[src/sv/assert_macros.svh]
// Assertion helpers included by the core RTL file.
`ifndef ASSERT_MACROS_SVH
`define ASSERT_MACROS_SVH

// Same-cycle implication, checked outside reset.
`define ASSERT_IMPL(label, clk, rst_n, ante, cons) \
    label: assert property (@(posedge clk) disable iff (!(rst_n)) (ante) |-> (cons)) \
        else $error("same-cycle implication violated");

// Next-cycle implication, checked outside reset.
`define ASSERT_NEXT(label, clk, rst_n, ante, cons) \
    label: assert property (@(posedge clk) disable iff (!(rst_n)) (ante) |=> (cons)) \
        else $error("next-cycle implication violated");

`endif

[src/sv/nwr_pkg.sv]
`default_nettype none

package nwr_pkg;

    // Fixed field widths.
    localparam int COORD_BITS     = 16;
    localparam int DIFF_BITS      = COORD_BITS + 1;
    localparam int SQ_BITS        = 2 * COORD_BITS;
    localparam int DIST_BITS      = SQ_BITS + 1;
    localparam int RADIUS_BITS    = 16;
    localparam int COUNT_BITS     = 7;
    localparam int INDEX_BITS     = 6;
    localparam int LABEL_IN_BITS  = 8;
    localparam int LABEL_EXT_BITS = 16;
    localparam int CFG_IDX_BITS   = 1;
    localparam int CFG_DATA_BITS  = 16;

    // Parameter defaults.
    localparam int DEF_ENTRIES    = 64;
    localparam int DEF_LABEL_BITS = 8;

    // Configuration register indexes.
    localparam logic [CFG_IDX_BITS-1:0] CFG_MATCH_RADIUS = 1'b0;
    localparam logic [CFG_IDX_BITS-1:0] CFG_ENTRY_COUNT  = 1'b1;

    // Input word actions.
    localparam logic ACT_LOAD  = 1'b0;
    localparam logic ACT_QUERY = 1'b1;

    // Scan sequencer states.
    typedef enum logic [1:0] {
        S_IDLE,
        S_SCAN,
        S_DRAIN,
        S_DONE
    } t_scan_state;

    // Squared distance leaving the distance pipeline.
    typedef struct packed {
        logic                 valid;
        logic [DIST_BITS-1:0] d2;
    } t_dist;

endpackage

`default_nettype wire

[src/sv/nwr_mem.sv]
`default_nettype none

module nwr_mem #(
    parameter int ENTRIES    = nwr_pkg::DEF_ENTRIES,
    parameter int LABEL_BITS = nwr_pkg::DEF_LABEL_BITS,
    parameter int AW         = $clog2(ENTRIES)
) (
    input  wire                                  i_clk,
    input  wire                                  i_rst_n,
    input  wire                                  i_we,
    input  wire  [AW-1:0]                        i_waddr,
    input  wire  signed [nwr_pkg::COORD_BITS-1:0] i_wx,
    input  wire  signed [nwr_pkg::COORD_BITS-1:0] i_wy,
    input  wire  [LABEL_BITS-1:0]                i_wlabel,
    input  wire                                  i_re,
    input  wire  [AW-1:0]                        i_raddr,
    output logic                                 o_rvalid,
    output logic signed [nwr_pkg::COORD_BITS-1:0] o_rx,
    output logic signed [nwr_pkg::COORD_BITS-1:0] o_ry,
    output logic [LABEL_BITS-1:0]                o_rlabel
);

    localparam int CB = nwr_pkg::COORD_BITS;
    localparam int WW = 2 * CB + LABEL_BITS;

    logic [WW-1:0] r_mem [ENTRIES];
    logic [WW-1:0] r_rdata;
    logic          r_rvalid;

    // Write port: one waypoint word per load.
    always_ff @(posedge i_clk) begin
        if (i_we) begin
            r_mem[i_waddr] <= {i_wx, i_wy, i_wlabel};
        end
    end

    // Registered read port.
    always_ff @(posedge i_clk) begin
        if (i_re) begin
            r_rdata <= r_mem[i_raddr];
        end
    end

    always_ff @(posedge i_clk) begin
        if (!i_rst_n) begin
            r_rvalid <= 1'b0;
        end else begin
            r_rvalid <= i_re;
        end
    end

    assign o_rvalid = r_rvalid;
    assign o_rx     = $signed(r_rdata[WW-1 -: CB]);
    assign o_ry     = $signed(r_rdata[WW-CB-1 -: CB]);
    assign o_rlabel = r_rdata[LABEL_BITS-1:0];

endmodule

`default_nettype wire

[src/sv/nwr_dist.sv]
`default_nettype none

module nwr_dist #(
    parameter int LABEL_BITS = nwr_pkg::DEF_LABEL_BITS
) (
    input  wire                                   i_clk,
    input  wire                                   i_rst_n,
    input  wire                                   i_valid,
    input  wire  signed [nwr_pkg::COORD_BITS-1:0] i_x,
    input  wire  signed [nwr_pkg::COORD_BITS-1:0] i_y,
    input  wire  [LABEL_BITS-1:0]                 i_label,
    input  wire  signed [nwr_pkg::COORD_BITS-1:0] i_qx,
    input  wire  signed [nwr_pkg::COORD_BITS-1:0] i_qy,
    output nwr_pkg::t_dist                        o_dist,
    output logic [LABEL_BITS-1:0]                 o_label
);

    localparam int CB = nwr_pkg::COORD_BITS;
    localparam int DB = nwr_pkg::DIFF_BITS;
    localparam int SB = nwr_pkg::SQ_BITS;

    logic [DB-1:0] dx;
    logic [DB-1:0] dy;
    logic [DB-1:0] ndx;
    logic [DB-1:0] ndy;
    logic [CB-1:0] n_ax;
    logic [CB-1:0] n_ay;

    logic [CB-1:0]         r_ax;
    logic [CB-1:0]         r_ay;
    logic                  r_v1;
    logic [LABEL_BITS-1:0] r_l1;
    logic [SB-1:0]         r_sx;
    logic [SB-1:0]         r_sy;
    logic                  r_v2;
    logic [LABEL_BITS-1:0] r_l2;

    // Absolute coordinate differences; the magnitude always fits in 16 bits.
    always_comb begin
        dx   = {i_x[CB-1], i_x} - {i_qx[CB-1], i_qx};
        dy   = {i_y[CB-1], i_y} - {i_qy[CB-1], i_qy};
        ndx  = DB'(0) - dx;
        ndy  = DB'(0) - dy;
        n_ax = dx[DB-1] ? ndx[CB-1:0] : dx[CB-1:0];
        n_ay = dy[DB-1] ? ndy[CB-1:0] : dy[CB-1:0];
    end

    // Stage one: differences, stage two: squares.
    always_ff @(posedge i_clk) begin
        r_ax <= n_ax;
        r_ay <= n_ay;
        r_l1 <= i_label;
        r_sx <= r_ax * r_ax;
        r_sy <= r_ay * r_ay;
        r_l2 <= r_l1;
    end

    always_ff @(posedge i_clk) begin
        if (!i_rst_n) begin
            r_v1 <= 1'b0;
            r_v2 <= 1'b0;
        end else begin
            r_v1 <= i_valid;
            r_v2 <= r_v1;
        end
    end

    // The sum of squares goes straight to the comparator.
    assign o_dist.valid = r_v2;
    assign o_dist.d2    = {1'b0, r_sx} + {1'b0, r_sy};
    assign o_label      = r_l2;

endmodule

`default_nettype wire

[src/sv/nwr_scan.sv]
`default_nettype none

module nwr_scan #(
    parameter int ENTRIES    = nwr_pkg::DEF_ENTRIES,
    parameter int LABEL_BITS = nwr_pkg::DEF_LABEL_BITS,
    parameter int AW         = $clog2(ENTRIES)
) (
    input  wire                                    i_clk,
    input  wire                                    i_rst_n,
    input  wire                                    i_valid,
    input  wire                                    i_action,
    input  wire  signed [nwr_pkg::COORD_BITS-1:0]  i_pos_x,
    input  wire  signed [nwr_pkg::COORD_BITS-1:0]  i_pos_y,
    input  wire  [nwr_pkg::COUNT_BITS-1:0]         i_entry_count,
    input  wire  [nwr_pkg::SQ_BITS-1:0]            i_radius_sq,
    input  nwr_pkg::t_dist                         i_dist,
    input  wire  [LABEL_BITS-1:0]                  i_dist_label,
    input  wire                                    i_out_stall,
    output logic                                   o_stall,
    output logic                                   o_rd_en,
    output logic [AW-1:0]                          o_rd_addr,
    output logic signed [nwr_pkg::COORD_BITS-1:0]  o_qx,
    output logic signed [nwr_pkg::COORD_BITS-1:0]  o_qy,
    output logic                                   o_out_valid,
    output logic                                   o_found,
    output logic [nwr_pkg::LABEL_IN_BITS-1:0]      o_label
);

    localparam int NW = (nwr_pkg::COUNT_BITS > $clog2(ENTRIES + 1)) ?
                        nwr_pkg::COUNT_BITS : $clog2(ENTRIES + 1);
    localparam int DB = nwr_pkg::DIST_BITS;

    nwr_pkg::t_scan_state r_state;
    nwr_pkg::t_scan_state n_state;

    logic [NW-1:0]         r_addr;
    logic [NW-1:0]         r_n;
    logic [NW-1:0]         r_cmp;
    logic [NW-1:0]         count_ext;
    logic [NW-1:0]         count_sat;
    logic                  r_have;
    logic [DB-1:0]         r_best;
    logic [LABEL_BITS-1:0] r_best_label;
    logic                  r_out_valid;
    logic                  r_found;
    logic [nwr_pkg::LABEL_IN_BITS-1:0] r_label;

    logic                  start;
    logic                  issue_left;
    logic                  load_out;
    logic                  better;
    logic                  in_radius;
    logic [nwr_pkg::LABEL_EXT_BITS-1:0] best_ext;

    // The scan never runs past the table.
    always_comb begin
        count_ext = NW'(i_entry_count);
        count_sat = (count_ext > NW'(ENTRIES)) ? NW'(ENTRIES) : count_ext;
    end

    assign start      = i_valid && !o_stall && (i_action == nwr_pkg::ACT_QUERY);
    assign issue_left = r_addr < r_n;

    // Next state.
    always_comb begin
        n_state = r_state;
        case (r_state)
            nwr_pkg::S_IDLE:  if (start) n_state = nwr_pkg::S_SCAN;
            nwr_pkg::S_SCAN:  if (!issue_left) n_state = nwr_pkg::S_DRAIN;
            nwr_pkg::S_DRAIN: if (r_cmp == r_n) n_state = nwr_pkg::S_DONE;
            nwr_pkg::S_DONE:  if (load_out) n_state = nwr_pkg::S_IDLE;
            default:          n_state = nwr_pkg::S_IDLE;
        endcase
    end

    // State outputs.
    always_comb begin
        o_stall  = 1'b1;
        o_rd_en  = 1'b0;
        load_out = 1'b0;
        case (r_state)
            nwr_pkg::S_IDLE: o_stall = 1'b0;
            nwr_pkg::S_SCAN: o_rd_en = issue_left;
            nwr_pkg::S_DONE: load_out = !r_out_valid || !i_out_stall;
            default:         o_stall = 1'b1;
        endcase
    end

    always_ff @(posedge i_clk) begin
        if (!i_rst_n) begin
            r_state <= nwr_pkg::S_IDLE;
        end else begin
            r_state <= n_state;
        end
    end

    // Read address and compare counters.
    always_ff @(posedge i_clk) begin
        if (!i_rst_n) begin
            r_addr <= '0;
            r_n    <= '0;
            r_cmp  <= '0;
        end else if (start) begin
            r_addr <= '0;
            r_n    <= count_sat;
            r_cmp  <= '0;
        end else begin
            if (o_rd_en) r_addr <= r_addr + NW'(1);
            if (i_dist.valid) r_cmp <= r_cmp + NW'(1);
        end
    end

    assign o_rd_addr = r_addr[AW-1:0];

    // Query position stays put for the whole scan.
    always_ff @(posedge i_clk) begin
        if (start) begin
            o_qx <= i_pos_x;
            o_qy <= i_pos_y;
        end
    end

    // Running minimum; a strict compare keeps the earliest entry on a tie.
    assign better = !r_have || (i_dist.d2 < r_best);

    always_ff @(posedge i_clk) begin
        if (!i_rst_n) begin
            r_have <= 1'b0;
        end else if (start) begin
            r_have <= 1'b0;
        end else if (i_dist.valid) begin
            r_have <= 1'b1;
        end
    end

    always_ff @(posedge i_clk) begin
        if (i_dist.valid && better) begin
            r_best       <= i_dist.d2;
            r_best_label <= i_dist_label;
        end
    end

    // Final radius check and output register.
    assign in_radius = r_have && (r_best <= {1'b0, i_radius_sq});
    assign best_ext  = nwr_pkg::LABEL_EXT_BITS'(r_best_label);

    always_ff @(posedge i_clk) begin
        if (!i_rst_n) begin
            r_out_valid <= 1'b0;
        end else if (load_out) begin
            r_out_valid <= 1'b1;
        end else if (!i_out_stall) begin
            r_out_valid <= 1'b0;
        end
    end

    always_ff @(posedge i_clk) begin
        if (load_out) begin
            r_found <= in_radius;
            r_label <= in_radius ? best_ext[nwr_pkg::LABEL_IN_BITS-1:0] : '0;
        end
    end

    assign o_out_valid = r_out_valid;
    assign o_found     = r_found;
    assign o_label     = r_label;

endmodule

`default_nettype wire

[src/sv/nearest_waypoint_within_radius_core.sv]
// Nearest waypoint search over a table held in one synchronous memory; a load
// word produces no result and leaves the block ready for the next word.
// A query over N = min(entry_count, ENTRIES) entries reads one entry per cycle and
// has its result registered once all N distance words are compared and a stalled
// earlier result has left; only then is the next word taken.
// Active-low synchronous reset clears config, counters, state and valid flags only.
`default_nettype none

`include "assert_macros.svh"

module nearest_waypoint_within_radius_core #(
    parameter int ENTRIES    = nwr_pkg::DEF_ENTRIES,
    parameter int LABEL_BITS = nwr_pkg::DEF_LABEL_BITS
) (
    input  wire                                   i_clk,
    input  wire                                   i_rst_n,
    input  wire                                   i_cfg_we,
    input  wire  [nwr_pkg::CFG_IDX_BITS-1:0]      i_cfg_index,
    input  wire  [nwr_pkg::CFG_DATA_BITS-1:0]     i_cfg_data,
    input  wire                                   i_valid,
    output logic                                  o_stall,
    input  wire                                   i_action,
    input  wire  [nwr_pkg::INDEX_BITS-1:0]        i_entry_index,
    input  wire  [nwr_pkg::LABEL_IN_BITS-1:0]     i_entry_label,
    input  wire  signed [nwr_pkg::COORD_BITS-1:0] i_pos_x,
    input  wire  signed [nwr_pkg::COORD_BITS-1:0] i_pos_y,
    output logic                                  o_valid,
    input  wire                                   i_stall,
    output logic                                  o_found,
    output logic [nwr_pkg::LABEL_IN_BITS-1:0]     o_waypoint_label
);

    localparam int AW = $clog2(ENTRIES);
    localparam int IW = ((AW > nwr_pkg::INDEX_BITS) ? AW : nwr_pkg::INDEX_BITS) + 1;

    logic [nwr_pkg::RADIUS_BITS-1:0] r_match_radius;
    logic [nwr_pkg::COUNT_BITS-1:0]  r_entry_count;
    logic [nwr_pkg::SQ_BITS-1:0]     r_radius_sq;

    logic                                  wr_en;
    logic                                  in_range;
    logic [nwr_pkg::LABEL_EXT_BITS-1:0]    label_ext;
    logic                                  rd_en;
    logic [AW-1:0]                         rd_addr;
    logic                                  rd_valid;
    logic signed [nwr_pkg::COORD_BITS-1:0] rd_x;
    logic signed [nwr_pkg::COORD_BITS-1:0] rd_y;
    logic [LABEL_BITS-1:0]                 rd_label;
    logic signed [nwr_pkg::COORD_BITS-1:0] q_x;
    logic signed [nwr_pkg::COORD_BITS-1:0] q_y;
    nwr_pkg::t_dist                        dist_word;
    logic [LABEL_BITS-1:0]                 dist_label;

    // Configuration registers.
    always_ff @(posedge i_clk) begin
        if (!i_rst_n) begin
            r_match_radius <= '0;
            r_entry_count  <= '0;
        end else if (i_cfg_we) begin
            case (i_cfg_index)
                nwr_pkg::CFG_MATCH_RADIUS: r_match_radius <= i_cfg_data;
                nwr_pkg::CFG_ENTRY_COUNT:
                    r_entry_count <= i_cfg_data[nwr_pkg::COUNT_BITS-1:0];
                default: ;
            endcase
        end
    end

    // Squared radius for the final compare.
    always_ff @(posedge i_clk) begin
        r_radius_sq <= r_match_radius * r_match_radius;
    end

    // Loads outside the table are dropped.
    assign in_range  = IW'(i_entry_index) < IW'(ENTRIES);
    assign wr_en     = i_valid && !o_stall && (i_action == nwr_pkg::ACT_LOAD) && in_range;
    assign label_ext = nwr_pkg::LABEL_EXT_BITS'(i_entry_label);

    nwr_mem #(
        .ENTRIES    (ENTRIES),
        .LABEL_BITS (LABEL_BITS),
        .AW         (AW)
    ) u_mem (
        .i_clk    (i_clk),
        .i_rst_n  (i_rst_n),
        .i_we     (wr_en),
        .i_waddr  (AW'(i_entry_index)),
        .i_wx     (i_pos_x),
        .i_wy     (i_pos_y),
        .i_wlabel (label_ext[LABEL_BITS-1:0]),
        .i_re     (rd_en),
        .i_raddr  (rd_addr),
        .o_rvalid (rd_valid),
        .o_rx     (rd_x),
        .o_ry     (rd_y),
        .o_rlabel (rd_label)
    );

    nwr_dist #(
        .LABEL_BITS (LABEL_BITS)
    ) u_dist (
        .i_clk   (i_clk),
        .i_rst_n (i_rst_n),
        .i_valid (rd_valid),
        .i_x     (rd_x),
        .i_y     (rd_y),
        .i_label (rd_label),
        .i_qx    (q_x),
        .i_qy    (q_y),
        .o_dist  (dist_word),
        .o_label (dist_label)
    );

    nwr_scan #(
        .ENTRIES    (ENTRIES),
        .LABEL_BITS (LABEL_BITS),
        .AW         (AW)
    ) u_scan (
        .i_clk         (i_clk),
        .i_rst_n       (i_rst_n),
        .i_valid       (i_valid),
        .i_action      (i_action),
        .i_pos_x       (i_pos_x),
        .i_pos_y       (i_pos_y),
        .i_entry_count (r_entry_count),
        .i_radius_sq   (r_radius_sq),
        .i_dist        (dist_word),
        .i_dist_label  (dist_label),
        .i_out_stall   (i_stall),
        .o_stall       (o_stall),
        .o_rd_en       (rd_en),
        .o_rd_addr     (rd_addr),
        .o_qx          (q_x),
        .o_qy          (q_y),
        .o_out_valid   (o_valid),
        .o_found       (o_found),
        .o_label       (o_waypoint_label)
    );

    // A query holds the input side off on the next cycle.
    `ASSERT_NEXT(a_query_busy, i_clk, i_rst_n, i_valid && !o_stall && i_action == nwr_pkg::ACT_QUERY, o_stall)
    // A load leaves the block ready on the next cycle.
    `ASSERT_NEXT(a_load_ready, i_clk, i_rst_n, i_valid && !o_stall && i_action == nwr_pkg::ACT_LOAD, !o_stall)
    // Table reads and distance words only appear during a query.
    `ASSERT_IMPL(a_read_in_scan, i_clk, i_rst_n, rd_en, o_stall)
    `ASSERT_IMPL(a_dist_in_scan, i_clk, i_rst_n, dist_word.valid, o_stall)

endmodule

`default_nettype wire

[config.mk]
export PLATFORM = sky130hd
export DESIGN_NAME = nearest_waypoint_within_radius_core
export DESIGN_NICKNAME = d
export VERILOG_FILES = /design/src/sv/nwr_pkg.sv /design/src/sv/nwr_mem.sv /design/src/sv/nwr_dist.sv /design/src/sv/nwr_scan.sv /design/src/sv/nearest_waypoint_within_radius_core.sv
export VERILOG_INCLUDE_DIRS = /design/src /design/src/sv
export SDC_FILE = /design/constraint.sdc
export NUM_CORES = 2
export LEC_CHECK = 0
export BUFFER_PORTS_ARGS = -buffer_cell sky130_fd_sc_hd__buf_4
export CAP_MARGIN = 20
export CORE_MARGIN = 8
export CORE_UTILIZATION = 40
export CTS_CLUSTER_SIZE = 14
export DETAILED_ROUTE_END_ITERATION = 8
export PLACE_DENSITY = 0.56
export SLEW_MARGIN = 20
export SYNTH_ARGS = -nofsm -noshare
export SYNTH_HDL_FRONTEND = slang
export SYNTH_SLANG_ARGS = --single-unit
export TNS_END_PERCENT = 1
[constraint.sdc]
create_clock -name i_clk -period 6.4 [get_ports i_clk]
set_input_delay 1.6 -clock i_clk [delete_from_list [all_inputs] [get_ports i_clk]]
set_output_delay 1.6 -clock i_clk [all_outputs]
set_load 0.005 [all_outputs]
==> run_results.csv <==
group,metric,value,unit
worst_setup_path,cp-end-kind,"flop",
layout,num-nets-final,8813,
global_routing,grt_util_all_layers,20.2,%
clock_tree,htreeDepth,5,
run,maxCapViolCount,0,
logic_synthesis,synth-async-reset-ratio,0,%
sta,period_needed,6.15,ns
clock_tree,cts_buffers,314,
logic_synthesis,synth.area.top_cells,"edfxtp_1, mux4_2, fa_1",
sta,setup_ws,0.255,ns
drt,drt-initial-drc-count,6583,
sta,finalCritPeriodShare,96.0,%
layout,instances_no_fill,12400,
drt,viasPerCell,5.54,
layout,fillers,27900,
sta,slew_violations,0,
clock_tree,holdBufCountCts,0,
clock_tree,path_clk_slew,0.06,ns
clock_tree,clock_sinks,2874,
drt,wl_per_cell,28.7,microns
drt,drtAntennaViolNets,0,
clock_tree,cts_tree,"built",
drt,drc,0,
run_status,status,"finished clean",
worst_setup_path,cp_max_fo,10,
floorplan,die_w,591,microns
sta,fmax,0.163,GHz
logic_synthesis,synthesis.nets,8408,
floorplan,core_area,330000,sq um
sta,setup_viol,0,
global_routing,antenna_found_initial,19,
place,placed_cells,11900,
logic_synthesis,syn-mean-instance-area,17.8,sq um
logic_synthesis,synth_edf_count,2682,
logic_synthesis,yosysSeqAreaShare,63.8,%
worst_setup_path,cp_cell_sequence,"buf_6 -> nand2_1 -> fa_1 -> inv_1 -> fa_1 -> fa_1 -> fa_1 -> fa_1 -> inv_1 -> fa_1 -> inv_1 -> ha_1 -> and3_2 -> nand2_1 -> or3b_2 -> nor3b_1 -> a2111oi_4 -> buf_4 -> o21ai_0 -> a21oi_1 -> xnor2_1",
layout,drive_gt1_share,22.3,%
place,dp_hpwl,212000,microns
logic_synthesis,yosys_warnings,0,
sta,rsz0062_at_grt,"yes",
clock_tree,clockRootBuffer,"clkbuf_16",
logic_synthesis,synth_cells,7407,
sta,fin_skew,0.0867,ns
sta,whs,0.327,ns
clock_tree,clockBufferDepth,4,
floorplan,die_area,349000,sq um
floorplan,fp-row-count,211,
drt,first_pass_iters,5,
floorplan,io_pins,80,
sta,worst_slew_pin_slew,1.13,ns
logic_synthesis,synthFlopType,"edfxtp_1",
worst_setup_path,crit_type,"reg2reg",
sta,slew_headroom,24.5,%
global_routing,gr-total-overflow,0,
place,pre_cts_slack,0.0346,ns
logic_synthesis,ys_types,68,
worst_setup_path,crit_path_max_incr_delay,0.56,ns
sta,tns,0,ns
worst_hold_path,min_path_type,"reg2reg",
global_routing,grt_max_degree,117,
clock_tree,clock_latency,0.93,ns
worst_setup_path,cp.required,7.20,ns
logic_synthesis,synth_area_leader_cell,"edfxtp_1",
place,routabilityCongestion,0.831,
place,portBuffers,79,
worst_setup_path,timing.critical_path.mode_cell,"fa_1",
global_routing,first_global_vias,71700,
logic_synthesis,synth-seq-cells,2874,
logic_synthesis,synthesis.area,132000,sq um
logic_synthesis,synth_top_area_share,60.9,%
worst_setup_path,start_kind,"flop",
worst_setup_path,crit_arrival,6.95,ns
drt,routed_wl,357000,microns
floorplan,die_h,591,microns
drt,vias,68900,
floorplan,start_util,40.1,%
sta,hold_viol_final,0,
worst_setup_path,crit_slowest_cell,"fa_1",
layout,area_growth,14.0,%
global_routing,grt_pass1_wl,513000,microns
-- cell usage in the layout, fill, tap and decap left out, types with 10 or more instances in the layout --
cell type	n
a21o_1	81
nand2_1	333
and3_1	23
nor2_4	64
nor3b_1	10
or3_1	12
xnor2_1	119
nand3_1	36
nand4_1	23
o21ai_0	61
xor2_1	67
buf_4	306
or2_2	10
nor2_1	156
clkbuf_1	77
nor2b_1	47
clkinv_2	53
mux4_2	840
a21boi_0	24
buf_12	53
dfxtp_1	157
fa_1	487
o21a_1	23
nand2b_1	24
ha_1	440
clkbuf_16	322
a21oi_1	141
o21ai_1	13
a211oi_1	11
a31oi_1	10
clkinv_1	51
clkbuf_8	10
edfxtp_1	2682
bufinv_16	21
dfxtp_2	28
and2_1	132
o21bai_1	16
nor3_1	37
inv_1	880
-- worst paths after layout --
check,start,to,slack [ns],cells after the start
worst min register to register,u_dist.r_l1[0]$_DFF_P_,u_dist.o_label[0]$_DFF_P_,0.33,0
worst max register to register,r_match_radius[6]$_SDFFE_PN0P_,r_radius_sq[31]$_DFF_P_,0.25,21
worst max-delay path,r_match_radius[6]$_SDFFE_PN0P_,r_radius_sq[31]$_DFF_P_,0.25,21
worst min-delay path,u_dist.r_l1[0]$_DFF_P_,u_dist.o_label[0]$_DFF_P_,0.33,0
-- cells by family (layout without fill, tap and decap cells) --
family,after synthesis,after routing,share of synthesized area [%]
flops,2874,2874,63.8
buf+inv,1160,1815,3.29
simple gates,944,944,3.40
fa+ha+maj,932,932,11.6
mux,848,848,14.4
compound gates,463,463,2.27
xor+xnor,186,186,1.23
other cells,0,8,0
-- cell type report --
type                       count  area, sq um  area share, %
antenna                        8         20.0         0.0133
clock buffer                 409         8480           5.63
clock inverter               157         1470          0.975
inverter                     883         3320           2.20
multi-input combinational   3373        44100           29.3
sequential                  2874        84400           56.0
tap                         4366         5460           3.62
timing repair buffer         366         3440           2.28
-- Yosys cell counts (65+ instances only) --
cell type	count
a21o_1	81
a21oi_1	142
and2_1	132
clkbuf_1	233
dfxtp_1	192
edfxtp_1	2682
fa_1	489
ha_1	443
inv_1	883
mux4_2	840
nand2_1	333
nor2_1	220
o21ai_0	65
xnor2_1	119
xor2_1	67
-- layer usage --
| metal | wire, microns | up-vias | global-route usage, % |
|---|---|---|---|
| met5 | 41 | - | 0 |
| met4 | 9780 | 6 | 5.25 |
| met3 | 22600 | 513 | 2.79 |
| met2 | 176000 | 2212 | 34.1 |
| met1 | 148000 | 37300 | 27.7 |
| li1 | - | 28800 | - |
-- worst max-delay path: cells and delay by family (launching register included) --
kind	cells	cell delay, ns
fa+ha+maj	7	3.39
compound gates	3	0.56
buf+inv	5	0.49
simple gates	5	1.14
xor+xnor	1	0.13
flops	1	0.36
-- what timing repair did --
item	in CTS	in global routing
setup buffers	0	4
pin swaps	0	7
endpoints found under the setup margin	1	25
resized for setup	1	66
-- metrics by stage --
step,utilization [%],area [sq um]
after floorplan,-,132000
after global placement,42.6,141000
after detailed placement,42.6,141000
after CTS,45.6,150000
after global routing,45.7,151000
final,45.7,151000
-- state kept, by name, indices dropped and copies added, names as in the netlist, 8 cells and up --
signal and cells:
r_match_radius 16, r_radius_sq 31, u_dist.o_label 8, u_dist.r_ax 16, u_dist.r_ay 16, u_dist.r_l1 8, u_dist.r_sx 31, u_dist.r_sy 31
u_mem.r_mem 2560, u_mem.r_rdata 40, u_scan.o_label 8, u_scan.o_qx 16, u_scan.o_qy 16, u_scan.r_best 33, u_scan.r_best_label 8
Power is left out: the tool's default activity adds up to more than one toggle a clock period on the data nets, which glitch-free logic cannot reach.
